## config.mk

```make
export PLATFORM = sky130hd
export DESIGN_NAME = incremental_pid_antiwindup_unit
export DESIGN_NICKNAME = d
export VERILOG_FILES = /design/src/sv/ipid_pkg.sv /design/src/sv/incremental_pid_antiwindup_unit.sv
export SDC_FILE = /design/constraint.sdc
export NUM_CORES = 2
export LEC_CHECK = 0
export BUFFER_PORTS_ARGS = -buffer_cell sky130_fd_sc_hd__buf_4
export CAP_MARGIN = 40
export CORE_MARGIN = 10
export CORE_UTILIZATION = 65
export CTS_BUF_LIST = sky130_fd_sc_hd__clkbuf_4 sky130_fd_sc_hd__clkbuf_8
export DETAILED_ROUTE_END_ITERATION = 8
export GPL_TIMING_DRIVEN = 0
export MAX_ROUTING_LAYER = met4
export PLACE_DENSITY = 0.94
export RECOVER_POWER = 100
export SYNTH_ARGS = -nofsm -noshare
export SYNTH_HDL_FRONTEND = slang
export SYNTH_SLANG_ARGS = --single-unit
```

## constraint.sdc

```tcl
create_clock -name clk_i -period 18.7 [get_ports clk_i]
set_input_delay 3.74 -clock clk_i [delete_from_list [all_inputs] [get_ports clk_i]]
set_output_delay 3.74 -clock clk_i [all_outputs]
set_load 0.02 [all_outputs]
```

## src/sv/ipid_pkg.sv

```systemverilog
// Shared widths, register indexes and limit codes of the incremental PID unit.
// No dependencies; used by the top level and its checker.
package ipid_pkg;

  localparam int unsigned FRAC_BITS = 16;
  localparam int unsigned GAIN_W    = 24;
  localparam int unsigned POS_W     = 16;
  localparam int unsigned DRIVE_W   = 32;
  localparam int unsigned CFG_IDX_W = 3;
  localparam int unsigned CFG_DAT_W = 24;
  localparam int unsigned SUM_W     = 46;

  localparam logic signed [POS_W-1:0] OUT_MAX_RST = 16'sh7FFF;
  localparam logic signed [POS_W-1:0] OUT_MIN_RST = 16'sh8000;

  typedef enum logic [CFG_IDX_W-1:0] {
    REG_KP           = 3'd0,
    REG_KI_HALF_T    = 3'd1,
    REG_KD_OVER_T    = 3'd2,
    REG_CLAMP_ENABLE = 3'd3,
    REG_OUT_MAX      = 3'd4,
    REG_OUT_MIN      = 3'd5
  } cfg_reg_e;

  typedef enum logic [1:0] {
    EXC_NONE  = 2'd0,
    EXC_ABOVE = 2'd1,
    EXC_BELOW = 2'd2
  } excess_e;

endpackage

```

## src/sv/incremental_pid_antiwindup_unit.sv

```systemverilog
// Incremental PID unit with input, product and output stage registers. Unless the
// output stalls, throughput one word per cycle; the output stage closes the loop on the
// previous drive and limit state with a three-input add, a limit compare, a clamp and a
// saturate. Reset clears gains, error history, previous drive and all valid flags; the
// limits reset to the full integer range.
// Depends on ipid_pkg.
module incremental_pid_antiwindup_unit #(
  parameter int unsigned FRAC_BITS = ipid_pkg::FRAC_BITS
) (
  input  logic                                    clk_i,
  input  logic                                    rst_ni,
  input  logic                                    cfg_valid_i,
  output logic                                    cfg_ready_o,
  input  logic [ipid_pkg::CFG_IDX_W-1:0]          cfg_index_i,
  input  logic [ipid_pkg::CFG_DAT_W-1:0]          cfg_data_i,
  input  logic                                    in_valid_i,
  output logic                                    in_ready_o,
  input  logic signed [ipid_pkg::POS_W-1:0]       setpoint_i,
  input  logic signed [ipid_pkg::POS_W-1:0]       measured_i,
  output logic                                    out_valid_o,
  input  logic                                    out_ready_i,
  output logic signed [ipid_pkg::DRIVE_W-1:0]     drive_o,
  output logic signed [ipid_pkg::POS_W-1:0]       error_now_o,
  output logic                                    limited_o
);

  localparam int unsigned GW = ipid_pkg::GAIN_W;
  localparam int unsigned PW = ipid_pkg::POS_W;
  localparam int unsigned DW = ipid_pkg::DRIVE_W;
  localparam int unsigned SW = ipid_pkg::SUM_W;

  localparam logic signed [SW-1:0] DRV_MAX =
    $signed({{(SW-DW+1){1'b0}}, {(DW-1){1'b1}}});
  localparam logic signed [SW-1:0] DRV_MIN =
    $signed({{(SW-DW+1){1'b1}}, {(DW-1){1'b0}}});

  logic signed [GW-1:0] kp_q, ki_q, kd_q;
  logic                 clamp_en_q;
  logic signed [PW-1:0] out_max_q, out_min_q;

  logic signed [PW-1:0] err_prev1_q, err_prev2_q;
  logic signed [DW-1:0] drive_prev_q;
  ipid_pkg::excess_e    exc_q, exc_d;

  logic                 s1_vld_q, s2_vld_q, out_vld_q;
  logic signed [PW-1:0] s1_e_q, s1_e1_q, s1_e2_q;
  logic signed [PW-1:0] s2_e_q;
  logic signed [SW-1:0] s2_pd_q, s2_pi_q, s2_pd_d, s2_pi_d;

  logic signed [DW-1:0] drive_q, drive_d;
  logic signed [PW-1:0] err_out_q;
  logic                 lim_q, lim_d;

  logic                 in_acc, adv2, take_o;
  logic signed [PW-1:0] e_d;

  logic signed [PW:0]   sum_e, diff_e;
  logic signed [PW+1:0] dd_e;
  logic signed [GW+PW:0]   prod_p, prod_i;
  logic signed [GW+PW+1:0] prod_d;

  // handshake
  assign take_o      = s2_vld_q && (!out_vld_q || out_ready_i);
  assign adv2        = s1_vld_q && (!s2_vld_q || take_o);
  assign in_ready_o  = !s1_vld_q || !s2_vld_q || take_o;
  assign in_acc      = in_valid_i && in_ready_o;
  assign cfg_ready_o = 1'b1;

  assign out_valid_o = out_vld_q;
  assign drive_o     = drive_q;
  assign error_now_o = err_out_q;
  assign limited_o   = lim_q;

  assign e_d = setpoint_i - measured_i;

  always_ff @(posedge clk_i or negedge rst_ni) begin
    if (!rst_ni) begin
      kp_q       <= '0;
      ki_q       <= '0;
      kd_q       <= '0;
      clamp_en_q <= 1'b0;
      out_max_q  <= ipid_pkg::OUT_MAX_RST;
      out_min_q  <= ipid_pkg::OUT_MIN_RST;
    end else if (cfg_valid_i && cfg_ready_o) begin
      case (ipid_pkg::cfg_reg_e'(cfg_index_i))
        ipid_pkg::REG_KP:           kp_q       <= cfg_data_i[GW-1:0];
        ipid_pkg::REG_KI_HALF_T:    ki_q       <= cfg_data_i[GW-1:0];
        ipid_pkg::REG_KD_OVER_T:    kd_q       <= cfg_data_i[GW-1:0];
        ipid_pkg::REG_CLAMP_ENABLE: clamp_en_q <= cfg_data_i[0];
        ipid_pkg::REG_OUT_MAX:      out_max_q  <= cfg_data_i[PW-1:0];
        ipid_pkg::REG_OUT_MIN:      out_min_q  <= cfg_data_i[PW-1:0];
        default: ;
      endcase
    end
  end

  // input stage: error and its history
  always_ff @(posedge clk_i or negedge rst_ni) begin
    if (!rst_ni) begin
      err_prev1_q <= '0;
      err_prev2_q <= '0;
    end else if (in_acc) begin
      err_prev1_q <= e_d;
      err_prev2_q <= err_prev1_q;
    end
  end

  always_ff @(posedge clk_i) begin
    if (in_acc) begin
      s1_e_q  <= e_d;
      s1_e1_q <= err_prev1_q;
      s1_e2_q <= err_prev2_q;
    end
  end

  // product stage
  assign sum_e  = (PW+1)'(s1_e_q) + (PW+1)'(s1_e1_q);
  assign diff_e = (PW+1)'(s1_e_q) - (PW+1)'(s1_e1_q);
  assign dd_e   = (PW+2)'(s1_e_q) - ((PW+2)'(s1_e1_q) <<< 1) + (PW+2)'(s1_e2_q);

  assign prod_p = kp_q * diff_e;
  assign prod_i = ki_q * sum_e;
  assign prod_d = kd_q * dd_e;

  assign s2_pd_d = SW'(prod_p) + SW'(prod_d);
  assign s2_pi_d = SW'(prod_i);

  always_ff @(posedge clk_i) begin
    if (adv2) begin
      s2_pd_q <= s2_pd_d;
      s2_pi_q <= s2_pi_d;
      s2_e_q  <= s1_e_q;
    end
  end

  // output stage: accumulate, anti-windup, clamp, saturate
  always_comb begin
    logic                 e_pos, e_neg, ki_pos, ki_neg, drop;
    logic signed [SW-1:0] hi, lo, sum, u;
    e_pos  = !s2_e_q[PW-1] && (s2_e_q != '0);
    e_neg  = s2_e_q[PW-1];
    ki_pos = !ki_q[GW-1] && (ki_q != '0);
    ki_neg = ki_q[GW-1];
    drop   = clamp_en_q &&
             ((exc_q == ipid_pkg::EXC_ABOVE && ((e_pos && ki_pos) || (e_neg && ki_neg))) ||
              (exc_q == ipid_pkg::EXC_BELOW && ((e_pos && ki_neg) || (e_neg && ki_pos))));
    hi  = SW'(out_max_q) <<< FRAC_BITS;
    lo  = SW'(out_min_q) <<< FRAC_BITS;
    sum = SW'(drive_prev_q) + s2_pd_q + (drop ? SW'(0) : s2_pi_q);

    if (sum > hi) begin
      exc_d = ipid_pkg::EXC_ABOVE;
    end else if (sum < lo) begin
      exc_d = ipid_pkg::EXC_BELOW;
    end else begin
      exc_d = ipid_pkg::EXC_NONE;
    end

    u     = sum;
    lim_d = 1'b0;
    if (clamp_en_q) begin
      if (sum > hi) begin
        u     = hi;
        lim_d = 1'b1;
      end else if (sum < lo) begin
        u     = lo;
        lim_d = 1'b1;
      end
    end
    if (u > DRV_MAX) begin
      u     = DRV_MAX;
      lim_d = 1'b1;
    end else if (u < DRV_MIN) begin
      u     = DRV_MIN;
      lim_d = 1'b1;
    end
    drive_d = u[DW-1:0];
  end

  always_ff @(posedge clk_i or negedge rst_ni) begin
    if (!rst_ni) begin
      drive_prev_q <= '0;
      exc_q        <= ipid_pkg::EXC_NONE;
    end else if (take_o) begin
      drive_prev_q <= drive_d;
      exc_q        <= exc_d;
    end
  end

  always_ff @(posedge clk_i) begin
    if (take_o) begin
      drive_q   <= drive_d;
      err_out_q <= s2_e_q;
      lim_q     <= lim_d;
    end
  end

  always_ff @(posedge clk_i or negedge rst_ni) begin
    if (!rst_ni) begin
      s1_vld_q  <= 1'b0;
      s2_vld_q  <= 1'b0;
      out_vld_q <= 1'b0;
    end else begin
      if (in_acc) begin
        s1_vld_q <= 1'b1;
      end else if (adv2) begin
        s1_vld_q <= 1'b0;
      end
      if (adv2) begin
        s2_vld_q <= 1'b1;
      end else if (take_o) begin
        s2_vld_q <= 1'b0;
      end
      if (take_o) begin
        out_vld_q <= 1'b1;
      end else if (out_ready_i) begin
        out_vld_q <= 1'b0;
      end
    end
  end

endmodule

```

* Yosys cells after proc, flatten, opt, wreduce, memory -nomap -nowiden
Index checks and enable logic that the tools add are counted.
** Storage, ports and cells
- Register bits after elaboration :: 374
- Word-level logic and storage cells :: 98
** Operators by class
- Add/subtract/negate cells :: 8
- Multipliers :: 3
- Magnitude comparators :: 4
- Equal/unequal tests :: 7
- Mux-type cells :: 17
- Reduce and logical (&&, ||, !) cells :: 37
** Operator list (count)
- 46-bit two-way mux :: 4
- 24-bit by 17-bit multiplier with 41-bit output :: 2
- 32-bit two-way mux :: 2
- 32-bit by 46-bit adder with 46-bit output :: 1
- 46-bit adder :: 1
- 46-bit by 32-bit > comparator with 1-bit output :: 1
- 46-bit by 32-bit > comparator with 1-bit output, second input constant :: 1
- 46-bit by 32-bit less-than comparator with 1-bit output :: 1
- 46-bit by 32-bit less-than comparator with 1-bit output, second input constant :: 1
- 41-bit by 42-bit adder with 43-bit output :: 1
- 24-bit by 18-bit multiplier with 42-bit output :: 1
- 24-bit nonzero test :: 1
- 18-bit by 16-bit adder with 18-bit output :: 1
- 16-bit by 17-bit subtractor with 18-bit output :: 1
- 16-bit by 16-bit adder with 17-bit output :: 1
- 16-bit by 16-bit subtractor with 17-bit output :: 1
- 16-bit nonzero test :: 1
- 16-bit subtractor :: 1
- 1-bit logical AND :: 12
- 2-bit AND reduction :: 6
- 1-bit two-way mux :: 9
- 1-bit logical OR :: 7
- 3-bit by 2-bit equality test with 1-bit output, second input constant :: 2
- 3-bit equality test, second input constant :: 2
- 8 further kinds :: 15

* Longest topological paths before layout
- Depth after elaboration :: 16
- Gate-level depth with buffers :: 44

* Worst setup path after synthesis
OpenSTA, ideal clock, no wires.
- Path type :: register to register
- Start point :: register s1_e_q[0]
- End point :: register s2_pd_q[44], data pin
- Arrival :: 9385 ps
- Required time :: 18439 ps
- Setup slack :: 9054 ps
- Stages on the path, launching flop included :: 40
- Clock period less this slack :: 9646 ps
- Cells stage by stage :: edfxtp_1 > inv_1 > ha_1 > inv_1 > fa_1 > a21o_1 > a21oi_1 > o21ai_0 > a21oi_1 > nor2b_1 > o21a_1 > o31a_1 > o21ai_0 > o41ai_1 > o31a_1 > inv_1 > buf_1 > nand2b_1 > [4 not listed] > fa_1 > inv_1 > fa_1 > fa_1 > fa_1 > inv_1 > fa_1 > ha_1 > a21oi_1 > nor2b_1 > o21ai_0 > nand2b_1 > a221o_1 > a211oi_1 > o31ai_1 > o21ai_0 > a21oi_1 > a311o_1
** Between the ends
- Longest elaborated chain between the ends :: 4
- Elaborated cells between the ends (all ways) :: 6
- Classes of those cells :: add/sub: 4; mul: 2
** Ends and longest elaborated chain
- start: declaration :: RTL line incremental_pid_antiwindup_unit.sv:46 : logic signed [PW-1:0] s1_e_q, s1_e1_q, s1_e2_q;
- start signal: assignment :: RTL line incremental_pid_antiwindup_unit.sv:110 : s1_e_q <= e_d;
- 16-bit by 17-bit subtractor with 18-bit output :: RTL line incremental_pid_antiwindup_unit.sv:119 : assign dd_e = (PW+2)'(s1_e_q) - ((PW+2)'(s1_e1_q) <<< 1) + (PW+2)'(s1_e2_q);
- 18-bit by 16-bit adder with 18-bit output :: RTL line incremental_pid_antiwindup_unit.sv:119
- 24-bit by 18-bit multiplier with 42-bit output :: RTL line incremental_pid_antiwindup_unit.sv:123 : assign prod_d = kd_q * dd_e;
- 41-bit by 42-bit adder with 43-bit output (*) :: RTL line incremental_pid_antiwindup_unit.sv:125 : assign s2_pd_d = SW'(prod_p) + SW'(prod_d);
- named net s2_pd_d[42] :: RTL line incremental_pid_antiwindup_unit.sv:48 : logic signed [SW-1:0] s2_pd_q, s2_pi_q, s2_pd_d, s2_pi_d;
- end signal: assignment :: RTL line incremental_pid_antiwindup_unit.sv:130 : s2_pd_q <= s2_pd_d;
- end: declaration :: RTL line incremental_pid_antiwindup_unit.sv:48
Mark *: on every way through the listed nets, which the timed path passes. The rest lies on a longest branch.
A chain may end at the register's enable or synchronous reset.

* Worst setup path after layout
- Start point :: register s1_e_q[0]
- End point :: register s2_pd_q[41], data pin
Same word-level chain as after synthesis.

==> results.json <==
{
  "r2r_slack_ps": 5700,
  "grt_pass1_wl_mm": 311,
  "synth_area_per_cell_um2": 9.80,
  "drc": 0,
  "wl_per_cell_um": 24.1,
  "tritoncts": "done",
  "cp-start-kind": "flip-flop",
  "finalCriticalPeriod_ps": 13000,
  "drive_gt1_share_pct": 5.17,
  "syn_area_um2": 65800,
  "grt_pass1_vias": 53800,
  "clk_pin_slew_ps": 70,
  "syn_nets": 8571,
  "timing.final.crit_share_pct": 69.5,
  "dieHeight_um": 338,
  "crit_type": "flip-flop to flip-flop",
  "syn2layout_area_growth_pct": 6.55,
  "violations": "max-capacitance violations, max-slew violations",
  "start_util_pct": 65.6,
  "hold_path_class": "flip-flop to flip-flop",
  "netlist_instances": 6711,
  "finalClockSkew_ps": 60.7,
  "crit_fanout": 10,
  "vias": 50500,
  "report.final.slew_viol_count": 392,
  "grt_overflow": 0,
  "ys_types": 82,
  "die_x_um": 338,
  "max_freq_mhz": 76.9,
  "grt_use_total_pct": 36.6,
  "hold_viol": 0,
  "worstSetupEndpoint": "s2_pd_q[41]",
  "cts-root-buf": "clkbuf_8",
  "htree_levels": 2,
  "yosysTopAreaCell": "fa_1",
  "ys.flop_type": "edfxtp_1",
  "synth-seq-area-share_pct": 15.6,
  "topRoutingLayerUsed": "met4",
  "clkSinkCount": 371,
  "clock_latency_ps": 780,
  "tns_ps": 0,
  "cp_slowest_cell": "o21ba_1",
  "ios": 116,
  "multi_input_area_um2": 49100,
  "ff2ff_path_depth": 38,
  "dieArea_um2": 114000,
  "drtIter0Drc": 5716,
  "outcome": "finished, violations left",
  "r2r-start": "s1_e_q[0]",
  "gp_congestion": 1.05,
  "cp_top_family": "compound AO/OA/AOI/OAI gates",
  "r2r-end": "s2_pd_q[41]",
  "path_depth": 38,
  "ys_seq_elements": 371,
  "fill_cells": 7343,
  "seqCellArea_um2": 10300,
  "finalNetCount": 8808,
  "cts_buffer_depth": 3,
  "cp_common_cell": "fa_1",
  "hold_buffers": 0,
  "crit_path_end_kind": "flip-flop",
  "timing.critical_path.buf_inv": 6,
  "cp.arrival_ps": 13430,
  "worst_pin_slew_ps": 6280,
  "cts_made_buffers": 61,
  "wl_met1_mm": 73.4,
  "grt_max_degree": 116,
  "via_per_inst": 6.03,
  "ant_nets": 0,
  "rsz0062_at_grt": "false",
  "max_stage_delay_ps": 780,
  "antenna_found_initial": 12,
  "synth_edf_count": 197,
  "synth.yosys.warnings": 0,
  "slew_headroom_pct": -319,
  "fp-row-count": 116,
  "required_ps": 19130,
  "post-synth-top-area-fraction_pct": 42.0,
  "core_area_um2": 100000,
  "cts_resized": 0,
  "drt-total-wl_mm": 202,
  "synth.area.top_cells": "fa_1, edfxtp_1, inv_1",
  "wl_met2_mm": 88.3,
  "async_flop_share_pct": 46.9,
  "dr_wl_met3_mm": 26.0,
  "port_buffers": 112,
  "dr.pass1.iters": 6,
  "max_cap_viol_count": 8,
  "dp_hpwl_mm": 170,
  "post_cts_buffers": 0,
  "setup_violations": 0,
  "startpoint": "s1_e_q[0]"
}
logic make-up (layout without fill, tap and decap cells):
family	count (synthesis)	count (layout)	share of synthesized area [%]
adder cells (fa/ha/maj)	1796	1796	49.9
XOR/XNOR	165	165	2.20
multiplexers	100	100	1.70
flip-flops	371	371	15.6
AND/OR/NAND/NOR	1945	1945	14.6
buffers and inverters	1705	1995	9.77
AO/OA/AOI/OAI	628	628	6.24
other	1	32	0.00570
registers in the layout (all words and copies together) (netlist names), 24 cells and up:
signal        flops
kp_q             24
drive_prev_q     32
kd_q             24
s2_pi_q          41
ki_q             24
drive_o          32
s2_pd_q          43
through the flow:
| step | instances | util [%] | setup WS, ps | cell area [µm²] | hold slack, ps |
|---|---|---|---|---|---|
| after floorplan | 6711 | - | 9050 | 65800 | 425 |
| after global placement | 8180 | 68.1 | 6010 | 68300 | 430 |
| after detailed placement | 8240 | 68.8 | 6270 | 69000 | 437 |
| after CTS | 8356 | 70.2 | 6210 | 70400 | 450 |
| after global routing | 8368 | 69.8 | 5270 | 70100 | 457 |
| final | 8389 | 69.9 | 5700 | 70100 | 448 |
how the worst min path moves through the flow:
stage	depth (start not counted)	start	to
final	0	err_prev2_q[9]	s1_e2_q[9]
after global routing	0	err_prev2_q[13]	s1_e2_q[13]
after CTS	0	err_prev2_q[9]	s1_e2_q[9]
after detailed placement	0	err_prev2_q[13]	s1_e2_q[13]
after global placement	0	err_prev2_q[2]	s1_e2_q[2]
after floorplan	0	err_prev2_q[0]	s1_e2_q[0]
final cells by class:
class	instances	area share (%)
inverter	1407	7.53
timing repair buffer	174	1.64
clock buffer	80	1.45
multi-input combinational	4635	70.0
antenna	31	0.111
clock inverter	36	0.512
buffer	298	1.62
tap	1357	2.42
sequential	371	14.7
layout by cell type (no fill, tap or decap), types with 16 or more instances in the layout:
| cell | count |
|---|---|
| nor2_1 | 156 |
| nand2b_1 | 111 |
| xnor2_1 | 124 |
| edfxtp_1 | 197 |
| ha_1 | 417 |
| nand2_1 | 885 |
| fa_1 | 1379 |
| dfstp_2 | 16 |
| a211oi_1 | 27 |
| o21bai_1 | 22 |
| a21o_1 | 80 |
| and3_1 | 26 |
| clkbuf_1 | 348 |
| a31oi_1 | 39 |
| nor2b_1 | 123 |
| inv_1 | 1406 |
| xor2_1 | 36 |
| o21ai_0 | 141 |
| buf_4 | 87 |
| clkbuf_4 | 17 |
| o211ai_1 | 25 |
| nor3_1 | 34 |
| mux2_2 | 94 |
| nor4_1 | 16 |
| clkbuf_8 | 67 |
| and2_1 | 444 |
| nand4_1 | 27 |
| o21a_1 | 22 |
| dfrtp_1 | 158 |
| diode_2 | 31 |
| a21oi_1 | 147 |
| nand3_1 | 45 |
cell usage after synthesis (9+ instances only):
cell type,instances
dfstp_2,16
nor2b_1,123
dfrtp_1,158
xor2_1,36
nor2_1,156
fa_1,1379
o21ai_0,128
or3_1,14
nand4_1,27
o31ai_1,12
mux2_2,96
o21a_1,22
edfxtp_1,197
a31oi_1,39
o211ai_1,25
a211oi_1,28
or2_2,11
and2_1,451
nand3_1,45
and4_1,9
clkbuf_1,276
nand2b_1,111
a21oi_1,147
nor4_1,16
nand2_1,885
o21ai_1,19
buf_1,12
and3_1,26
ha_1,417
a221o_1,15
nor3_1,34
nor4b_1,13
a21boi_0,14
xnor2_1,129
a21o_1,80
inv_1,1406
o21bai_1,22
per-layer routing:
layer	track usage (%)	vias up
met3	11.0	819
met2	53.0	3410
met4	19.8	0
li1	-	21000
met1	46.0	25300
met5	-	-
Power is left out: the tool's default activity adds up to more than one toggle a clock period on the data nets, which glitch-free logic cannot reach.
